## config.mk

```make
export PLATFORM = sky130hd
export DESIGN_NAME = color_gradient_table_generator
export DESIGN_NICKNAME = d
export VERILOG_FILES = /design/src/rtl/core/cgt_pkg.sv /design/src/rtl/core/cgt_ram.sv /design/src/rtl/core/cgt_div.sv /design/src/rtl/core/color_gradient_table_generator.sv
export SDC_FILE = /design/constraint.sdc
export NUM_CORES = 2
export LEC_CHECK = 0
export BUFFER_PORTS_ARGS = -buffer_cell sky130_fd_sc_hd__buf_4
export CELL_PAD_IN_SITES_DETAIL_PLACEMENT = 0
export CELL_PAD_IN_SITES_GLOBAL_PLACEMENT = 1
export CORE_ASPECT_RATIO = 0.7
export CORE_MARGIN = 2
export CORE_UTILIZATION = 30
export DETAILED_ROUTE_END_ITERATION = 12
export PLACE_DENSITY = 0.54
export SLEW_MARGIN = 10
export SYNTH_ARGS = -nofsm -noshare
export SYNTH_HDL_FRONTEND = slang
export SYNTH_SLANG_ARGS = --single-unit
```

## constraint.sdc

```tcl
create_clock -name clk -period 13 [get_ports clk]
set_input_delay 2.6 -clock clk [delete_from_list [all_inputs] [get_ports clk]]
set_output_delay 2.6 -clock clk [all_outputs]
set_load 0.01 [all_outputs]
```

## src/rtl/core/cgt_pkg.sv

```systemverilog
// ----------------------------------------------------------------------------
// cgt_pkg: shared types and constants of the color gradient table generator
// Field widths, fixed-point layout, register indexes and the divider status.
// ----------------------------------------------------------------------------
`default_nettype none

package cgt_pkg;

  // item field widths
  localparam int IDX_W  = 10;  // entry index
  localparam int SLOT_W = 4;   // stop slot number
  localparam int POS_W  = 17;  // 1.16 stop position
  localparam int COL_W  = 8;   // one color channel
  localparam int CH_N   = 4;   // channels per color
  localparam int RGBA_W = COL_W * CH_N;
  localparam int STOP_W = POS_W + RGBA_W;  // one stored stop

  // configuration register widths
  localparam int TSZ_W  = 11;  // table_size
  localparam int SCNT_W = 5;   // stop_count
  localparam int CFG_W  = 11;  // widest register
  localparam int CIDX_W = 1;

  // fixed-point search target: index scaled by 1.0 of the position format
  localparam int FRAC_W = 16;
  localparam int TGT_W  = IDX_W + FRAC_W;

  // shared multiplier operands
  localparam int MUL_A_W = TGT_W;
  localparam int MUL_B_W = POS_W;
  localparam int MUL_P_W = MUL_A_W + MUL_B_W;

  // serial divider: quotient never exceeds the channel difference
  localparam int QUO_W = COL_W;
  localparam int DVD_W = COL_W + TGT_W;

  // action codes
  localparam logic ACT_LOAD  = 1'b0;
  localparam logic ACT_QUERY = 1'b1;

  // configuration register indexes
  localparam logic [CIDX_W-1:0] CFG_TABLE_SIZE = 1'b0;
  localparam logic [CIDX_W-1:0] CFG_STOP_COUNT = 1'b1;

  // divider status toward the sequencer
  typedef struct packed {
    logic busy;
    logic done;
  } div_stat_t;

endpackage

`default_nettype wire

```

## src/rtl/core/cgt_ram.sv

```systemverilog
// ----------------------------------------------------------------------------
// cgt_ram: generic single-write, single-read RAM
// One write port and one read port with registered read data.
// ----------------------------------------------------------------------------
`default_nettype none

module cgt_ram #(
  parameter int WIDTH = 8,
  parameter int DEPTH = 16
) (
  input  wire logic                     clk,
  input  wire logic                     we,
  input  wire logic [$clog2(DEPTH)-1:0] waddr,
  input  wire logic [WIDTH-1:0]         wdata,
  input  wire logic [$clog2(DEPTH)-1:0] raddr,
  output logic      [WIDTH-1:0]         rdata
);

  logic [WIDTH-1:0] mem [DEPTH];

  // write port
  always_ff @(posedge clk) begin
    if (we) begin
      mem[waddr] <= wdata;
    end
  end

  // registered read port
  always_ff @(posedge clk) begin
    rdata <= mem[raddr];
  end

endmodule

`default_nettype wire

```

## src/rtl/core/cgt_div.sv

```systemverilog
// ----------------------------------------------------------------------------
// cgt_div: serial restoring divider
// Produces an unsigned quotient known to fit in QUO_W bits, one bit a cycle.
// ----------------------------------------------------------------------------
`default_nettype none

module cgt_div #(
  parameter int DEN_W = 28
) (
  input  wire logic                       clk,
  input  wire logic                       rst_n,
  input  wire logic                       start,
  input  wire logic [cgt_pkg::DVD_W-1:0]  dividend,
  input  wire logic [DEN_W-1:0]           divisor,
  output cgt_pkg::div_stat_t              stat,
  output logic      [cgt_pkg::QUO_W-1:0]  quotient
);

  import cgt_pkg::*;

  localparam int CNT_W = $clog2(QUO_W);
  localparam int TRW   = DEN_W + QUO_W - 1;
  localparam int MW    = (TRW > DVD_W) ? TRW : DVD_W;

  logic             busy_r, busy_nxt;
  logic             done_r, done_nxt;
  logic [CNT_W-1:0] cnt_r, cnt_nxt;
  logic [DVD_W-1:0] rem_r, rem_nxt;
  logic [DEN_W-1:0] den_r, den_nxt;
  logic [QUO_W-1:0] quo_r, quo_nxt;
  logic [TRW-1:0]   trial;
  logic             fits;

  // divisor aligned to the current quotient bit
  assign trial = TRW'(den_r) << cnt_r;
  assign fits  = MW'(rem_r) >= MW'(trial);

  // one compare-subtract step per cycle, msb first
  always_comb begin
    busy_nxt = busy_r;
    done_nxt = 1'b0;
    cnt_nxt  = cnt_r;
    rem_nxt  = rem_r;
    den_nxt  = den_r;
    quo_nxt  = quo_r;
    if (start) begin
      busy_nxt = 1'b1;
      cnt_nxt  = CNT_W'(QUO_W - 1);
      rem_nxt  = dividend;
      den_nxt  = divisor;
      quo_nxt  = '0;
    end else if (busy_r) begin
      if (fits) begin
        rem_nxt        = DVD_W'(MW'(rem_r) - MW'(trial));
        quo_nxt[cnt_r] = 1'b1;
      end
      if (cnt_r == '0) begin
        busy_nxt = 1'b0;
        done_nxt = 1'b1;
      end else begin
        cnt_nxt = cnt_r - 1'b1;
      end
    end
  end

  // control state
  always_ff @(posedge clk) begin
    if (!rst_n) begin
      busy_r <= 1'b0;
      done_r <= 1'b0;
      cnt_r  <= '0;
    end else begin
      busy_r <= busy_nxt;
      done_r <= done_nxt;
      cnt_r  <= cnt_nxt;
    end
  end

  // datapath
  always_ff @(posedge clk) begin
    rem_r <= rem_nxt;
    den_r <= den_nxt;
    quo_r <= quo_nxt;
  end

  assign stat.busy = busy_r;
  assign stat.done = done_r;
  assign quotient  = quo_r;

endmodule

`default_nettype wire

```

## src/rtl/core/color_gradient_table_generator.sv

```systemverilog
// ----------------------------------------------------------------------------
// color_gradient_table_generator: gradient stop store and color map lookup
// Loads gradient stops and answers table entry queries with interpolated RGBA.
// ----------------------------------------------------------------------------
// Usage:
//   Input items are taken on start while busy is low. A load (in_action = 0)
//   writes one stop into the stop RAM in the accepting cycle and produces no
//   result; busy stays low, so loads can be issued every cycle. A query
//   (in_action = 1) raises busy until its result has been presented.
//   The result is shown for one cycle with out_valid; the receiver cannot
//   stall and must take it then. A new item may start in that same cycle.
//   Query steps: the stop search walks the stop RAM through the shared
//   multiplier, a read, multiply and compare per stop visited (k+1 stops
//   for a hit at stop k). An interpolated entry then runs each channel in
//   turn through one multiply, 8 serial divider steps and a handoff, for
//   all of RGBA. A finishing state follows, and out_valid is registered after it.
//   Configuration writes are always taken (cfg_ready high) and must only be
//   issued while busy is low. Reset sets table_size to 256, stop_count to 2
//   and idles the sequencer; stop contents are undefined until loaded.
// ----------------------------------------------------------------------------
`default_nettype none

module color_gradient_table_generator #(
  parameter int MAX_STOPS = 16,
  parameter int MAX_TABLE = 1024
) (
  input  wire logic                       clk,
  input  wire logic                       rst_n,
  // command channel
  input  wire logic                       start,
  output logic                            busy,
  input  wire logic                       in_action,
  input  wire logic [cgt_pkg::SLOT_W-1:0] in_stop_slot,
  input  wire logic [cgt_pkg::POS_W-1:0]  in_stop_position,
  input  wire logic [cgt_pkg::COL_W-1:0]  in_stop_red,
  input  wire logic [cgt_pkg::COL_W-1:0]  in_stop_green,
  input  wire logic [cgt_pkg::COL_W-1:0]  in_stop_blue,
  input  wire logic [cgt_pkg::COL_W-1:0]  in_stop_alpha,
  input  wire logic [cgt_pkg::IDX_W-1:0]  in_entry_index,
  // result channel
  output logic                            out_valid,
  output logic      [cgt_pkg::IDX_W-1:0]  out_entry_number,
  output logic      [cgt_pkg::COL_W-1:0]  out_red,
  output logic      [cgt_pkg::COL_W-1:0]  out_green,
  output logic      [cgt_pkg::COL_W-1:0]  out_blue,
  output logic      [cgt_pkg::COL_W-1:0]  out_alpha,
  // configuration channel
  input  wire logic                       cfg_valid,
  output logic                            cfg_ready,
  input  wire logic [cgt_pkg::CIDX_W-1:0] cfg_index,
  input  wire logic [cgt_pkg::CFG_W-1:0]  cfg_data
);

  import cgt_pkg::*;

  localparam int AW = $clog2(MAX_STOPS);
  localparam int TW = $clog2(MAX_TABLE + 1);
  localparam int SW = $clog2(MAX_STOPS + 1);
  localparam int PW = POS_W + TW;              // scaled stop position
  localparam int CW = (PW > TGT_W) ? PW : TGT_W;
  localparam int CH_W = $clog2(CH_N);

  typedef enum logic [7:0] {
    S_IDLE   = 8'b0000_0001,
    S_RD     = 8'b0000_0010,
    S_MUL    = 8'b0000_0100,
    S_CMP    = 8'b0000_1000,
    S_LMUL   = 8'b0001_0000,
    S_LSTART = 8'b0010_0000,
    S_LWAIT  = 8'b0100_0000,
    S_DONE   = 8'b1000_0000
  } state_t;

  // configuration registers
  logic [TSZ_W-1:0]  table_size_r;
  logic [SCNT_W-1:0] stop_count_r;

  // sequencer state
  state_t            state_r, state_nxt;
  logic [AW-1:0]     k_r, k_nxt;
  logic [CH_W-1:0]   ch_r, ch_nxt;
  logic [IDX_W-1:0]  idx_r, idx_nxt;
  logic              out_valid_r, out_valid_nxt;
  logic [PW-1:0]     prev_prod_r, prev_prod_nxt;
  logic [RGBA_W-1:0] prev_col_r, prev_col_nxt;
  logic [TGT_W-1:0]  num_r, num_nxt;
  logic [PW-1:0]     den_r, den_nxt;
  logic [RGBA_W-1:0] c0_r, c0_nxt;
  logic [RGBA_W-1:0] c1_r, c1_nxt;
  logic [RGBA_W-1:0] res_r, res_nxt;

  // shared multiplier
  logic [MUL_A_W-1:0] mul_a;
  logic [MUL_B_W-1:0] mul_b;
  logic [MUL_P_W-1:0] mul_p_r;

  // stop RAM and divider
  logic              ram_we;
  logic [STOP_W-1:0] ram_wdata;
  logic [STOP_W-1:0] ram_rdata;
  logic [POS_W-1:0]  cur_pos;
  logic [RGBA_W-1:0] cur_col;
  logic              div_start;
  div_stat_t         div_stat;
  logic [QUO_W-1:0]  div_quo;

  // working values
  logic [TW-1:0]     t_eff;
  logic [SW-1:0]     n_eff;
  logic [AW-1:0]     last_k;
  logic [TGT_W-1:0]  target;
  logic [PW-1:0]     prod_pos;
  logic              hit;
  logic [COL_W-1:0]  lo, hi, diff, chan;
  logic              rising;

  // configuration writes, always accepted
  assign cfg_ready = 1'b1;

  always_ff @(posedge clk) begin
    if (!rst_n) begin
      table_size_r <= TSZ_W'(256);
      stop_count_r <= SCNT_W'(2);
    end else if (cfg_valid && cfg_ready) begin
      case (cfg_index)
        CFG_TABLE_SIZE: table_size_r <= cfg_data[TSZ_W-1:0];
        CFG_STOP_COUNT: stop_count_r <= cfg_data[SCNT_W-1:0];
        default: ;
      endcase
    end
  end

  // saturate table size and stop count to the supported range
  always_comb begin
    if (table_size_r < TSZ_W'(2)) begin
      t_eff = TW'(2);
    end else if (32'(table_size_r) > MAX_TABLE) begin
      t_eff = TW'(MAX_TABLE);
    end else begin
      t_eff = TW'(table_size_r);
    end
    if (stop_count_r < SCNT_W'(2)) begin
      n_eff = SW'(2);
    end else if (32'(stop_count_r) > MAX_STOPS) begin
      n_eff = SW'(MAX_STOPS);
    end else begin
      n_eff = SW'(stop_count_r);
    end
  end

  assign last_k = AW'(n_eff - 1'b1);

  // stop load goes straight into the RAM in the accepting cycle
  assign ram_we    = start && !busy && (in_action == ACT_LOAD)
                     && (32'(in_stop_slot) < MAX_STOPS);
  assign ram_wdata = {in_stop_position, in_stop_alpha, in_stop_blue,
                      in_stop_green, in_stop_red};

  cgt_ram #(
    .WIDTH (STOP_W),
    .DEPTH (MAX_STOPS)
  ) u_stop_ram (
    .clk   (clk),
    .we    (ram_we),
    .waddr (AW'(in_stop_slot)),
    .wdata (ram_wdata),
    .raddr (k_r),
    .rdata (ram_rdata)
  );

  assign cur_pos = ram_rdata[STOP_W-1 -: POS_W];
  assign cur_col = ram_rdata[RGBA_W-1:0];

  // shared multiplier, registered product
  always_ff @(posedge clk) begin
    mul_p_r <= MUL_P_W'(mul_a) * MUL_P_W'(mul_b);
  end

  assign prod_pos = mul_p_r[PW-1:0];
  assign target   = {idx_r, FRAC_W'(0)};
  assign hit      = (idx_r == '0) || (CW'(prod_pos) >= CW'(target));

  // current channel of the two bracketing stops
  assign lo     = c0_r[ch_r*COL_W +: COL_W];
  assign hi     = c1_r[ch_r*COL_W +: COL_W];
  assign rising = hi >= lo;
  assign diff   = rising ? (hi - lo) : (lo - hi);
  assign chan   = rising ? (lo + div_quo) : (lo - div_quo);

  cgt_div #(
    .DEN_W (PW)
  ) u_div (
    .clk      (clk),
    .rst_n    (rst_n),
    .start    (div_start),
    .dividend (mul_p_r[DVD_W-1:0]),
    .divisor  (den_r),
    .stat     (div_stat),
    .quotient (div_quo)
  );

  // query sequencer
  always_comb begin
    state_nxt     = state_r;
    k_nxt         = k_r;
    ch_nxt        = ch_r;
    idx_nxt       = idx_r;
    out_valid_nxt = 1'b0;
    prev_prod_nxt = prev_prod_r;
    prev_col_nxt  = prev_col_r;
    num_nxt       = num_r;
    den_nxt       = den_r;
    c0_nxt        = c0_r;
    c1_nxt        = c1_r;
    res_nxt       = res_r;
    mul_a         = MUL_A_W'(t_eff);
    mul_b         = cur_pos;
    div_start     = 1'b0;
    case (state_r)
      S_IDLE: begin
        if (start && (in_action == ACT_QUERY)) begin
          idx_nxt   = in_entry_index;
          k_nxt     = '0;
          state_nxt = S_RD;
        end
      end
      S_RD: begin
        state_nxt = S_MUL;
      end
      S_MUL: begin
        state_nxt = S_CMP;
      end
      S_CMP: begin
        if (hit) begin
          if ((k_r == '0) || (prod_pos <= prev_prod_r)
              || (CW'(target) < CW'(prev_prod_r))) begin
            res_nxt   = cur_col;
            state_nxt = S_DONE;
          end else begin
            den_nxt   = prod_pos - prev_prod_r;
            num_nxt   = TGT_W'(CW'(target) - CW'(prev_prod_r));
            c0_nxt    = prev_col_r;
            c1_nxt    = cur_col;
            ch_nxt    = '0;
            state_nxt = S_LMUL;
          end
        end else begin
          prev_prod_nxt = prod_pos;
          prev_col_nxt  = cur_col;
          if (k_r == last_k) begin
            res_nxt   = cur_col;
            state_nxt = S_DONE;
          end else begin
            k_nxt     = k_r + 1'b1;
            state_nxt = S_RD;
          end
        end
      end
      S_LMUL: begin
        mul_a     = num_r;
        mul_b     = MUL_B_W'(diff);
        state_nxt = S_LSTART;
      end
      S_LSTART: begin
        div_start = 1'b1;
        state_nxt = S_LWAIT;
      end
      S_LWAIT: begin
        if (div_stat.done) begin
          res_nxt[ch_r*COL_W +: COL_W] = chan;
          if (ch_r == CH_W'(CH_N - 1)) begin
            state_nxt = S_DONE;
          end else begin
            ch_nxt    = ch_r + 1'b1;
            state_nxt = S_LMUL;
          end
        end
      end
      S_DONE: begin
        out_valid_nxt = 1'b1;
        state_nxt     = S_IDLE;
      end
      default: begin
        state_nxt = S_IDLE;
      end
    endcase
  end

  // control state
  always_ff @(posedge clk) begin
    if (!rst_n) begin
      state_r     <= S_IDLE;
      k_r         <= '0;
      ch_r        <= '0;
      out_valid_r <= 1'b0;
    end else begin
      state_r     <= state_nxt;
      k_r         <= k_nxt;
      ch_r        <= ch_nxt;
      out_valid_r <= out_valid_nxt;
    end
  end

  // working registers
  always_ff @(posedge clk) begin
    idx_r       <= idx_nxt;
    prev_prod_r <= prev_prod_nxt;
    prev_col_r  <= prev_col_nxt;
    num_r       <= num_nxt;
    den_r       <= den_nxt;
    c0_r        <= c0_nxt;
    c1_r        <= c1_nxt;
    res_r       <= res_nxt;
  end

  // outputs
  assign busy             = (state_r != S_IDLE);
  assign out_valid        = out_valid_r;
  assign out_entry_number = idx_r;
  assign out_red          = res_r[0*COL_W +: COL_W];
  assign out_green        = res_r[1*COL_W +: COL_W];
  assign out_blue         = res_r[2*COL_W +: COL_W];
  assign out_alpha        = res_r[3*COL_W +: COL_W];

  // a result only follows a query in progress
  a_result_after_query: assert property (@(posedge clk) disable iff (!rst_n)
    out_valid |-> $past(state_r == S_DONE))
    else $error("result transfer without a finished query");

  // divider is never restarted while it works
  a_div_start_idle: assert property (@(posedge clk) disable iff (!rst_n)
    div_start |-> !div_stat.busy)
    else $error("divider started while busy");

  // the stop search never walks past the last stop in use
  a_search_in_range: assert property (@(posedge clk) disable iff (!rst_n)
    busy |-> (k_r <= last_k))
    else $error("stop search index beyond stop count");

  // divider result arrives only while the sequencer waits for it
  a_div_done_waited: assert property (@(posedge clk) disable iff (!rst_n)
    div_stat.done |-> (state_r == S_LWAIT))
    else $error("divider result with no waiting channel");

endmodule

`default_nettype wire

```

==> impl_metrics.tcl <==
set metrics [dict create \
    numClockSinks 1193 \
    stdcell_count 7622 \
    portBuffers 123 \
    wl_mm 179 \
    vdd_drop_max_uv 135 \
    run_status "completed" \
    hold-worst-slack_ns 0.359 \
    finalSetupViolCount 0 \
    dr.pass1.iters 5 \
    cts_max_level 3 \
    io_pins 125 \
    grt_pass1_vias 37400 \
    avgSynthCellArea_um2 13.6 \
    hold_viol 0 \
    routedWlPerCell_um 23.5 \
    crit_path_frequent_cell "fa_1" \
    async_flop_share_pct 0 \
    drv_cap 0 \
    rows 139 \
    die_w_um 547 \
    critPathRequiredTime_ns 13.60 \
    slowest_delay_ns 0.84 \
    synth_largest_area_cell "edfxtp_1" \
    r2r_slack_ns 2.12 \
    fillerInstances 20100 \
    postCtsHoldBufs 0 \
    dieArea_um2 210000 \
    fin_area_um2 70700 \
    clk-insertion-delay-late_ns 0.80 \
    post-place-ws_ns 2.18 \
    synth-edff-count 1066 \
    ctsResizeCount 0 \
    grt_util_all_layers_pct 17.0 \
    grt_remaining_overflow 0 \
    syn_area_um2 61800 \
    p_per_area_nw_per_um2 144 \
    fin_crit_sh_pct 83.7 \
    crit_arrival_ns 11.48 \
    power.total_mw 10.2 \
    drive_gt1_share_pct 13.0 \
    start_util_pct 30.2 \
    ys_ff_latch 1193 \
    setup_slack_ns 2.12 \
    vias_per_cell 4.87 \
    critPathCaptureType "register" \
    nets 5369 \
    critPathSlowestCell "and2_0" \
    place.gp.congestion 0.837 \
    grt_max_degree 115 \
    worstMarginPinSlew_ns 1.15 \
    postPlaceCellArea_um2 66500 \
    postSynthCellCount 4530 \
    clk_root_buffer_cell "clkbuf_16" \
    hp-class "reg2reg" \
    grt_pass1_wl_mm 264 \
    dp.cells 7391 \
    final_cell_mix "edfxtp_1 (1066), inv_1 (526), nand2_1 (342)" \
    total_leakage_power_nw 25.5 \
    drv_slew 0 \
    fin_crit_ns 10.88 \
    fp.dieH_um 384 \
    crit_path_start_kind "register" \
    postRouteAntennaNets 0 \
    antenna_found_initial 12 \
    cts.clk_slew.worst_paths_ns 0.06 \
    critPathKind "reg2reg" \
    cts_tree "yes" \
    crit_fanout 17 \
    rsz0062_at_grt "no" \
    core_area_um2 205000 \
    slew_headroom_pct 22.8 \
    synthFlopType "edfxtp_1" \
    yosysSeqAreaShare_pct 55.9 \
    clockBufferDepth 3 \
    max_freq_mhz 91.9 \
    synth_top_area_share_pct 51.8 \
    drc 0 \
    fin_setup_tns_ns 0 \
    cts_inserted_buffers 121 \
    cts_setup_buffers 0 \
    worst_clock_skew_ns 0.124 \
    synthTopCellsByArea "edfxtp_1 (52%), fa_1 (11%), mux4_2 (4.9%), dfxtp_1 (4.1%), ha_1 (3.9%)" \
    hpwl_mm 120 \
    yosys_warnings 0 \
    drtIter0Drc 3218 \
    final_util_pct 34.5 \
    layout_commonest_cell "edfxtp_1" \
    area_growth_pct 14.4 \
    yosysUniqueCellTypes 91 \
    vias 37100 \
]
==> routing by layer <==
layer  global-route usage [%]  part of all wire [%]
met5                        0                 0.013
met4                     2.80                   1.2
met3                     2.44                   5.2
met2                     24.8                    42
met1                     26.9                    52
==> synth_stat cells (23+ instances only) <==
master / n
a22oi_1: 54
nor3_1: 49
edfxtp_1: 1066
ha_1: 194
nand2_1: 343
xor2_1: 38
a221oi_1: 52
clkbuf_1: 117
o21bai_1: 29
buf_1: 37
inv_1: 526
nor2_1: 181
a21boi_0: 29
nand3_1: 45
and2_1: 78
mux4_2: 135
nand4_1: 23
fa_1: 330
mux2i_1: 179
dfxtp_1: 127
a21oi_1: 201
a21o_1: 54
mux2_2: 50
o21ai_0: 174
xnor2_1: 92
and3_1: 53
==> cell type report <==
| class | instances | area [um^2] | area share [%] |
|---|---|---|---|
| antenna | 1 | 2.50 | 0.00354 |
| clock buffer | 168 | 3460 | 4.89 |
| clock inverter | 62 | 737 | 1.04 |
| inverter | 528 | 1980 | 2.80 |
| multi-input combinational | 2733 | 25100 | 35.5 |
| sequential | 1193 | 34600 | 48.9 |
| tap | 2749 | 3440 | 4.86 |
| timing repair buffer | 188 | 1420 | 2.01 |
==> logic make-up (layout without fill, tap and decap cells) <==
family          after synthesis  count (layout)  share of synthesized area [%]
compound gates              733             733                           7.72
xor+xnor                    131             131                           1.87
fa+ha+maj                   524             524                           14.6
buf+inv                     693             946                           4.25
flops                      1193            1193                           55.9
mux                         365             365                           8.77
other cells                   2              92                         0.0122
simple gates                889             889                           6.87
==> flip-flops by register name (all words and copies together), names as in the netlist, 5 cells and up <==
signal,flops
u_stop_ram.mem,784
u_stop_ram.rdata,49
mul_p_r,34
u_div.rem_r,34
c0_r,32
c1_r,32
prev_col_r,32
res_r,32
den_r,28
prev_prod_r,28
u_div.den_r,28
num_r,26
table_size_r,11
out_entry_number,10
state_r,8
u_div.quotient,8
stop_count_r,5
==> worst max-delay path, delay by kind of cell, from the launching register on <==
family	cells	cell delay (ns)
adder cells (fa/ha/maj)	9	3.62
AO/OA/AOI/OAI	9	2.57
multiplexers	1	0.60
XOR/XNOR	2	0.74
buffers and inverters	6	0.75
AND/OR/NAND/NOR	7	1.80
flip-flops	1	0.65
==> report_power, final <==
part / total [mW] / internal (mW) / switching, mW / leakage, nW
sequential: 4.50 / 4.31 / 0.187 / 10.7
clock: 3.61 / 2.06 / 1.55 / 2.05
combinational: 2.05 / 0.804 / 1.24 / 12.8
total: 10.2 / 7.17 / 2.98 / 25.5
==> worst paths after layout <==
kind	from	end	cells past startpoint
worst max register to register	ch_r[0]	mul_p_r[33]	34
worst min register to register	prev_col_r[25]	c0_r[25]	0
worst max-delay path	ch_r[0]	mul_p_r[33]	34
worst min-delay path	prev_col_r[25]	c0_r[25]	0
Note: power is estimated with default switching activity, not from simulation.
